===== config.mk =====
export PLATFORM = sky130hd
export DESIGN_NAME = bounded_deque_with_reverse_dedup_unit
export DESIGN_NICKNAME = d
export VERILOG_FILES = /design/src/hdl/bdq_pkg.sv /design/src/hdl/bdq_store.sv /design/src/hdl/bounded_deque_with_reverse_dedup_unit.sv
export SDC_FILE = /design/constraint.sdc
export NUM_CORES = 2
export LEC_CHECK = 0
export ABC_AREA = 1
export BUFFER_PORTS_ARGS = -buffer_cell sky130_fd_sc_hd__buf_4
export CAP_MARGIN = 20
export CORE_ASPECT_RATIO = 0.9
export CORE_MARGIN = 2
export CORE_UTILIZATION = 55
export CTS_BUF_LIST = sky130_fd_sc_hd__clkbuf_2
export CTS_CLUSTER_DIAMETER = 150
export DETAILED_ROUTE_END_ITERATION = 6
export PLACE_DENSITY = 0.76
export SLEW_MARGIN = 30
export SYNTH_ARGS = -nofsm -noshare
export SYNTH_HDL_FRONTEND = slang
export SYNTH_SLANG_ARGS = --single-unit

===== constraint.sdc =====
create_clock -name clk_i -period 9.7 [get_ports clk_i]
set_input_delay 0.485 -clock clk_i [delete_from_list [all_inputs] [get_ports clk_i]]
set_output_delay 0.485 -clock clk_i [all_outputs]
set_load 0.005 [all_outputs]

===== src/hdl/bdq_pkg.sv =====
// bdq_pkg: shared types and constants for the bounded deque with reverse and dedup
// no dependencies; imported by every module of the block

package bdq_pkg;

  // default number of entries
  localparam int unsigned DefaultCapacity = 64;

  // field widths
  localparam int unsigned ValueW  = 32;
  localparam int unsigned CmdW    = 3;
  localparam int unsigned StatusW = 2;
  localparam int unsigned CountW  = 7;

  // command codes
  typedef enum logic [CmdW-1:0] {
    CMD_PUSH_BACK  = 3'd0,
    CMD_PUSH_FRONT = 3'd1,
    CMD_POP_FRONT  = 3'd2,
    CMD_POP_BACK   = 3'd3,
    CMD_REVERSE    = 3'd4,
    CMD_DEDUP      = 3'd5
  } cmd_e;

  // status codes
  typedef enum logic [StatusW-1:0] {
    STAT_OK       = 2'd0,
    STAT_EMPTY    = 2'd1,
    STAT_FULL     = 2'd2,
    STAT_NO_MATCH = 2'd3
  } status_e;

  // sequencer states
  typedef enum logic [1:0] {
    ST_IDLE,
    ST_POP,
    ST_DEDUP
  } state_e;

endpackage


===== src/hdl/bdq_store.sv =====
// bdq_store: entry memory, one write port and one read port, registered read data
// depends on bdq_pkg for the entry width and the default depth

module bdq_store
  import bdq_pkg::*;
#(
  parameter int unsigned Depth = DefaultCapacity,
  parameter int unsigned AddrW = $clog2(Depth)
) (
  input  logic              clk_i,
  input  logic              we_i,
  input  logic [AddrW-1:0]  waddr_i,
  input  logic [ValueW-1:0] wdata_i,
  input  logic              re_i,
  input  logic [AddrW-1:0]  raddr_i,
  output logic [ValueW-1:0] rdata_o
);

  logic [ValueW-1:0] mem_q [Depth];
  logic [ValueW-1:0] rdata_q;

  // write port
  always_ff @(posedge clk_i) begin
    if (we_i) begin
      mem_q[waddr_i] <= wdata_i;
    end
  end

  // read port, registered read data
  always_ff @(posedge clk_i) begin
    if (re_i) begin
      rdata_q <= mem_q[raddr_i];
    end
  end

  assign rdata_o = rdata_q;

endmodule


===== src/hdl/bounded_deque_with_reverse_dedup_unit.sv =====
// bounded_deque_with_reverse_dedup_unit: top level of the bounded deque
// depends on bdq_pkg and bdq_store (entry memory)
//
// channel  | direction | handshake              | payload
// ---------+-----------+------------------------+-------------------------------------
// in       | input     | in_valid_i/in_ready_o   | cmd_i, value_i
// out      | output    | out_valid_o/out_ready_i | result_value_o, status_o, entry_count_o
//
// push, reverse and unused codes: result registered in the cycle after the item is taken
// pop: read issued on take, ST_POP registers the result from its data; empty pop as push
// dedup: walks the entries in ST_DEDUP, at most one memory read and one write per cycle
// reset empties the queue at once; the memory contents are not cleared
// an item is taken only when idle and the output register is free or being drained

module bounded_deque_with_reverse_dedup_unit
  import bdq_pkg::*;
#(
  parameter int unsigned CAPACITY = DefaultCapacity
) (
  input  logic                      clk_i,
  input  logic                      rst_ni,
  input  logic                      in_valid_i,
  output logic                      in_ready_o,
  input  logic [CmdW-1:0]           cmd_i,
  input  logic signed [ValueW-1:0]  value_i,
  output logic                      out_valid_o,
  input  logic                      out_ready_i,
  output logic signed [ValueW-1:0]  result_value_o,
  output logic [StatusW-1:0]        status_o,
  output logic [CountW-1:0]         entry_count_o
);

  localparam int unsigned IW = $clog2(CAPACITY);
  localparam int unsigned FW = $clog2(CAPACITY + 1);
  localparam logic [FW:0] CapW  = (FW+1)'(CAPACITY);
  localparam logic [FW-1:0] CapF = FW'(CAPACITY);
  localparam logic [IW-1:0] LastIdx = IW'(CAPACITY - 1);

  // (a + b) mod capacity, both operands below capacity
  function automatic logic [IW-1:0] wrap_add(input logic [FW-1:0] a, input logic [FW-1:0] b);
    logic [FW:0] s;
    s = {1'b0, a} + {1'b0, b};
    if (s >= CapW) begin
      s = s - CapW;
    end
    return s[IW-1:0];
  endfunction

  // low bits of the fill count as reported on the output
  function automatic logic [CountW-1:0] to_count(input logic [FW-1:0] f);
    logic [FW+CountW-1:0] e;
    e = (FW+CountW)'(f);
    return e[CountW-1:0];
  endfunction

  state_e              state_q, state_d;
  logic [IW-1:0]       head_q, head_d;
  logic [FW-1:0]       fill_q, fill_d;
  logic                rev_q, rev_d;
  logic [FW-1:0]       rd_q, rd_d;
  logic [FW-1:0]       wr_q, wr_d;
  logic                pend_q, pend_d;
  logic                seen_q, seen_d;
  logic [ValueW-1:0]   val_q, val_d;
  logic                out_valid_q, out_valid_d;
  logic [ValueW-1:0]   res_q, res_d;
  logic [StatusW-1:0]  status_q, status_d;
  logic [CountW-1:0]   count_q, count_d;

  logic                mem_we, mem_re;
  logic [IW-1:0]       mem_waddr, mem_raddr;
  logic [ValueW-1:0]   mem_wdata, mem_rdata;

  logic                in_ready;
  logic                in_fire;
  logic [FW-1:0]       head_f;
  logic [IW-1:0]       head_dec;
  logic [FW-1:0]       rd_off, wr_off;

  // entry memory
  bdq_store #(
    .Depth (CAPACITY),
    .AddrW (IW)
  ) u_store (
    .clk_i   (clk_i),
    .we_i    (mem_we),
    .waddr_i (mem_waddr),
    .wdata_i (mem_wdata),
    .re_i    (mem_re),
    .raddr_i (mem_raddr),
    .rdata_o (mem_rdata)
  );

  // address helpers
  assign head_f   = FW'(head_q);
  assign head_dec = (head_q == '0) ? LastIdx : head_q - IW'(1);
  assign rd_off   = rev_q ? fill_q - FW'(1) - rd_q : rd_q;
  assign wr_off   = rev_q ? fill_q - FW'(1) - wr_q : wr_q;

  assign in_ready = (state_q == ST_IDLE) && (!out_valid_q || out_ready_i);
  assign in_fire  = in_valid_i && in_ready;

  // sequencer and datapath
  always_comb begin
    state_d     = state_q;
    head_d      = head_q;
    fill_d      = fill_q;
    rev_d       = rev_q;
    rd_d        = rd_q;
    wr_d        = wr_q;
    pend_d      = pend_q;
    seen_d      = seen_q;
    val_d       = val_q;
    out_valid_d = out_valid_q;
    res_d       = res_q;
    status_d    = status_q;
    count_d     = count_q;
    mem_we      = 1'b0;
    mem_waddr   = '0;
    mem_wdata   = '0;
    mem_re      = 1'b0;
    mem_raddr   = '0;

    if (out_valid_q && out_ready_i) begin
      out_valid_d = 1'b0;
    end

    case (state_q)
      ST_IDLE: begin
        if (in_fire) begin
          case (cmd_i)
            CMD_PUSH_BACK, CMD_PUSH_FRONT: begin
              out_valid_d = 1'b1;
              res_d       = '0;
              if (fill_q >= CapF) begin
                status_d = STAT_FULL;
                count_d  = to_count(fill_q);
              end else begin
                mem_we    = 1'b1;
                mem_wdata = value_i;
                // back push in reversed order or front push in natural order grows at head
                if ((cmd_i == CMD_PUSH_BACK) == rev_q) begin
                  head_d    = head_dec;
                  mem_waddr = head_dec;
                end else begin
                  mem_waddr = wrap_add(head_f, fill_q);
                end
                fill_d   = fill_q + FW'(1);
                status_d = STAT_OK;
                count_d  = to_count(fill_q + FW'(1));
              end
            end
            CMD_POP_FRONT, CMD_POP_BACK: begin
              if (fill_q == '0) begin
                out_valid_d = 1'b1;
                res_d       = '0;
                status_d    = STAT_EMPTY;
                count_d     = to_count(fill_q);
              end else begin
                mem_re = 1'b1;
                if ((cmd_i == CMD_POP_BACK) != rev_q) begin
                  mem_raddr = wrap_add(head_f, fill_q - FW'(1));
                end else begin
                  mem_raddr = head_q;
                  head_d    = wrap_add(head_f, FW'(1));
                end
                fill_d  = fill_q - FW'(1);
                state_d = ST_POP;
              end
            end
            CMD_REVERSE: begin
              rev_d       = !rev_q;
              out_valid_d = 1'b1;
              res_d       = '0;
              status_d    = STAT_OK;
              count_d     = to_count(fill_q);
            end
            CMD_DEDUP: begin
              rd_d    = '0;
              wr_d    = '0;
              pend_d  = 1'b0;
              seen_d  = 1'b0;
              val_d   = value_i;
              state_d = ST_DEDUP;
            end
            default: begin
              out_valid_d = 1'b1;
              res_d       = '0;
              status_d    = STAT_OK;
              count_d     = to_count(fill_q);
            end
          endcase
        end
      end

      ST_POP: begin
        out_valid_d = 1'b1;
        res_d       = mem_rdata;
        status_d    = STAT_OK;
        count_d     = to_count(fill_q);
        state_d     = ST_IDLE;
      end

      ST_DEDUP: begin
        // issue the next read in logical order
        if (rd_q < fill_q) begin
          mem_re    = 1'b1;
          mem_raddr = wrap_add(head_f, rd_off);
          rd_d      = rd_q + FW'(1);
          pend_d    = 1'b1;
        end else begin
          pend_d = 1'b0;
        end
        // compact the entry read last cycle, dropping later copies
        if (pend_q) begin
          if (mem_rdata == val_q) begin
            seen_d = 1'b1;
          end
          if (!((mem_rdata == val_q) && seen_q)) begin
            mem_we    = 1'b1;
            mem_waddr = wrap_add(head_f, wr_off);
            mem_wdata = mem_rdata;
            wr_d      = wr_q + FW'(1);
          end
        end
        // walk done
        if ((rd_q == fill_q) && !pend_q) begin
          fill_d = wr_q;
          if (rev_q) begin
            head_d = wrap_add(head_f, fill_q - wr_q);
          end
          out_valid_d = 1'b1;
          res_d       = '0;
          status_d    = seen_q ? STAT_OK : STAT_NO_MATCH;
          count_d     = to_count(wr_q);
          state_d     = ST_IDLE;
        end
      end

      default: begin
        state_d = ST_IDLE;
      end
    endcase
  end

  // control state
  always_ff @(posedge clk_i or negedge rst_ni) begin
    if (!rst_ni) begin
      state_q     <= ST_IDLE;
      head_q      <= '0;
      fill_q      <= '0;
      rev_q       <= 1'b0;
      rd_q        <= '0;
      wr_q        <= '0;
      pend_q      <= 1'b0;
      seen_q      <= 1'b0;
      out_valid_q <= 1'b0;
    end else begin
      state_q     <= state_d;
      head_q      <= head_d;
      fill_q      <= fill_d;
      rev_q       <= rev_d;
      rd_q        <= rd_d;
      wr_q        <= wr_d;
      pend_q      <= pend_d;
      seen_q      <= seen_d;
      out_valid_q <= out_valid_d;
    end
  end

  // payload registers
  always_ff @(posedge clk_i) begin
    val_q    <= val_d;
    res_q    <= res_d;
    status_q <= status_d;
    count_q  <= count_d;
  end

  assign in_ready_o     = in_ready;
  assign out_valid_o    = out_valid_q;
  assign result_value_o = res_q;
  assign status_o       = status_q;
  assign entry_count_o  = count_q;

  // fill never exceeds capacity
  a_fill_bound: assert property (@(posedge clk_i) disable iff (!rst_ni)
    fill_q <= CapF)
    else $error("fill count above capacity");

  // compaction write pointer never passes the read pointer
  a_dedup_order: assert property (@(posedge clk_i) disable iff (!rst_ni)
    (state_q == ST_DEDUP) |-> (wr_q <= rd_q) && (rd_q <= fill_q))
    else $error("dedup pointers out of order");

  // a successful push grows the queue by one
  a_push_grow: assert property (@(posedge clk_i) disable iff (!rst_ni)
    (in_fire && (cmd_i == CMD_PUSH_BACK || cmd_i == CMD_PUSH_FRONT) && (fill_q < CapF))
    |=> (fill_q == $past(fill_q) + FW'(1)))
    else $error("push did not grow the queue");

  // a pop in flight always delivers its item next cycle
  a_pop_done: assert property (@(posedge clk_i) disable iff (!rst_ni)
    (state_q == ST_POP) |=> out_valid_q && (state_q == ST_IDLE))
    else $error("pop result not delivered");

endmodule


==> Flow_metrics.wiki <==
{| class="wikitable"
! Metric !! Value
|-
| Global-route wire length before repair || 432 mm
|-
| Top cells by area, synth || sky130_fd_sc_hd__edfxtp_1 65%, sky130_fd_sc_hd__nand3_1 11%, sky130_fd_sc_hd__inv_1 5.9%
|-
| Die Span X || 451 um
|-
| Weighted congestion reported at the end of routability-driven placement || 0.894
|-
| Num CTS Buffers || 545
|-
| Biggest fanout along the worst timing path || 18
|-
| Post-Synthesis Net Count || 9,275
|-
| Overall die area || 183,000 um2
|-
| Mapped Avg Cell Area || 10.8 um2
|-
| Final worst clock skew || 0.162 ns
|-
| Routed wirelength normalized by instance count || 23.8 um
|-
| Number of antenna violations at the first check in global routing || 13
|-
| Maximum root-to-sink buffer count || 4
|-
| Filler cell count in the final layout || 13,893
|-
| Core region area || 179,000 um2
|-
| Ports || 82
|-
| Standard cell with the maximum stage delay on the critical path || sky130_fd_sc_hd__nor2_4
|-
| Total wirelength of the detailed-routed design || 291 mm
|-
| Summed negative setup slack over all endpoints || 0 ns
|-
| Final setup violation count || 0
|-
| Number of hold-slack violations in the final timing report || 0
|-
| Rows || 147
|-
| Fraction of the cycle the final worst path needs || 70.5%
|-
| Count of antenna-violating nets left after detailed routing || 0
|-
| Global Route Usage Sum || 31.3%
|-
| Area Overhead vs Synth || 9.64%
|-
| Number of global-route vias before repair || 71,037
|-
| Die height || 406 um
|-
| Maximum level of the CTS H-tree || 6
|-
| Cell-by-cell listing of the critical path || inv_1 > ha_1 > xor2_1 > ha_1 > a21oi_1 > nand2_1 > nand2_1 > nand2_1 > o22ai_1 > ha_1 > nand2_1 > inv_1 > nand4_1 > o211ai_1 > or2_2 > nand2_1 > nand4_1 > nand2_1 > inv_1 > o22ai_1 > nand3_1 > nor2_4 > buf_4
|-
| Wl on met1 || 107 mm
|-
| Vias post-DR || 73,155
|-
| Buffers added on ports || 81
|-
| Class of the most critical setup path || flip-flop to flip-flop
|-
| Drc violations || 0
|-
| Highest achievable clock rate || 146 MHz
|-
| Area fraction of the dominant cell type after synthesis || 65.3%
|-
| Later-pin clock latency in the skew report || 1.89 ns
|-
| Max-slew violation total from the final report || 0
|-
| Remaining global-route overflow || 0
|-
| Startpoint class of the critical path || flip-flop
|-
| Synth Instances || 9,170
|-
| Endpoint kind of the worst setup timing path || flip-flop
|-
| Data arrival time of the worst path || 8.24 ns
|-
| Post-DP HPWL || 158 mm
|-
| Cell taking the most area after synthesis || sky130_fd_sc_hd__edfxtp_1
|-
| First-pass detailed-route iteration total || 7
|-
| Clock tree from TritonCTS || done
|-
| Outcome || finished, final reports clean
|-
| Slew at the pin closest to its max-slew limit || 1.27 ns
|-
| # placed instances || 11,240
|-
| CTS clock-pin slew for the worst setup and hold paths || 0.10 ns
|-
| Headroom to the max-slew limit || 15.3%
|-
| Final non-filler cell total || 12,230
|-
| Worst path bufs/invs || 4
|-
| Warning count from the yosys run || 0
|-
| Fraction of layout cells with a size suffix above 1 || 12.0%
|-
| Unrepaired setup endpoints after global routing || false
|-
| Sequential area share after synthesis || 66.2%
|-
| Critical Path Max Stage Delay || 0.99 ns
|-
| Initial detailed-routing violation count || 12,116
|-
| Worst EP required || 11.10 ns
|-
| Number of flip-flops and latches in the synthesized netlist || 2,186
|-
| Cell type with the highest occurrence count on the critical path || sky130_fd_sc_hd__nand2_1
|-
| CP delay by family, top || simple AND/OR/NAND/NOR gates
|-
| Vias per cell || 5.98
|-
| Sinks on the clock net || 2,186
|-
| Fin util || 60.8%
|-
| Initial cell density of the core || 55.4%
|-
| Shortest clock period the worst path allows after layout || 6.84 ns
|-
| DR WL met3 || 41.2 mm
|-
| Met2 Routed Length || 131 mm
|-
| Number of library cell types mapped by synthesis || 42
|-
| # Max-Cap Violations || 0
|-
| Class of the most critical hold timing path || input pin to flip-flop
|-
| Post-synth design cell area || 99,000 um2
|-
| Nets@finish || 9,622
|-
| Master cell of the clock root buffer || sky130_fd_sc_hd__clkbuf_2
|-
| Maximum number of pins on one net before global-route repair || 205
|-
| DR top layer || met5
|}
cells in the mapped netlist (all sizes together):
cell	n
nand3	2233
edfxtp	2153
inv	1562
nand2	1469
nand3b	674
buf	298
clkbuf	267
nor2	129
o21ai	93
ha	58
a21oi	47
xor2	34
dfrtp	33
xnor2	24
nor3	19
nand4	14
o211ai	11
o22ai	11
or2	11
a31oi	9
fa	8
nor4	3
a211oi	1
a221oi	1
a22oi	1
a32oi	1
a41oi	1
o21a	1
o21bai	1
o221ai	1
o311ai	1
o31ai	1
path summary, 6_finish.rpt:
path | start | to | slack [ns] | cells after the start
max in group asynchronous | rst_ni | fill_q[0] | 9.18 | 5
min in group asynchronous | rst_ni | wr_q[0] | 0.30 | 5
setup / recovery | fill_q[0] | u_store.mem_q[53][21] | 2.86 | 23
hold / removal | value_i[10] | val_q[10] | 0.13 | 3
hold reg to reg | u_store.rdata_o[11] | result_value_o[11] | 0.60 | 2
setup reg to reg | fill_q[0] | u_store.mem_q[53][21] | 2.86 | 23
final cells by class:
class                   count  area, um2  share of cell area (%)
inverters                1562       5890                    5.43
multi-input cells        4857      25900                    23.8
clock inverters           108        597                   0.550
flip-flops and latches   2186      65500                    60.3
well taps                2384       2980                    2.75
diodes                     11       27.5                  0.0254
clock buffers             757       3790                    3.49
repair buffers            365       3860                    3.56
logic make-up after synthesis:
kind of cell / share of synthesized area (%)
adder cells (fa/ha/maj): 0.895
XOR/XNOR: 0.513
flip-flops: 66.2
buffers and inverters: 8.65
AO/OA/AOI/OAI: 1.00
AND/OR/NAND/NOR: 22.8
per-stage QoR:
stage / worst slack, ns / instance area (um2) / hold slack (ns)
finish: 2.86 / 109000 / 0.125
global route: 2.40 / 109000 / -0.0176
CTS: 3.07 / 108000 / 0.00629
detailed placement: 3.05 / 103000 / 0.471
global placement: 3.11 / 102000 / 0.473
floorplan: 4.40 / 99000 / 0.189
cells in the final DEF (no fill, tap or decap), drive strengths merged:
master and n:
a31oi 9, edfxtp 2153, nor2 129, nand4 14, bufinv 7, a21oi 47, o31ai 1, a32oi 1
a22oi 1, ha 58, o211ai 11, nor3 19, fa 8, o21a 1, a221oi 1, a41oi 1
or2 11, o221ai 1, nand2 1469, o21bai 1, xor2 34, nand3b 674, dlygate4sd3 105, buf 260
xnor2 24, clkinv 92, o22ai 11, nor4 3, o21ai 93, inv 1571, dfrtp 33, o311ai 1
nand3 2233, clkbuf 757, diode 11, a211oi 1
tightest hold or removal path, cell delays in order:
cell and delay [ns]:
sky130_fd_sc_hd__dlygate4sd3_1 0.52, sky130_fd_sc_hd__buf_4 0.12, sky130_fd_sc_hd__dlygate4sd3_1 0.65
flip-flops by register name (all words and copies together) (netlist names), 7 cells and up:
name	count
val_q	32
fill_q	7
wr_q	7
rd_q	7
entry_count_o	7
u_store.rdata_o	32
result_value_o	32
u_store.mem_q	2048
layer usage:
| metal | GRT usage (%) | vias to the layer above |
|---|---|---|
| met3 | 8.49 | 887 |
| met5 | 0 | - |
| met4 | 14.1 | 10 |
| li1 | - | 32063 |
| met1 | 42.2 | 34684 |
| met2 | 47.8 | 5511 |
what timing repair did:
action | CTS | global route
hold buffers | 106 | 0
gates resized for setup | 0 | 0
setup buffers | 0 | 0
hold endpoints to repair | 2280 | 0
Power is left out: the tool's default activity adds up to more than one toggle a clock period on the data nets, which glitch-free logic cannot reach.
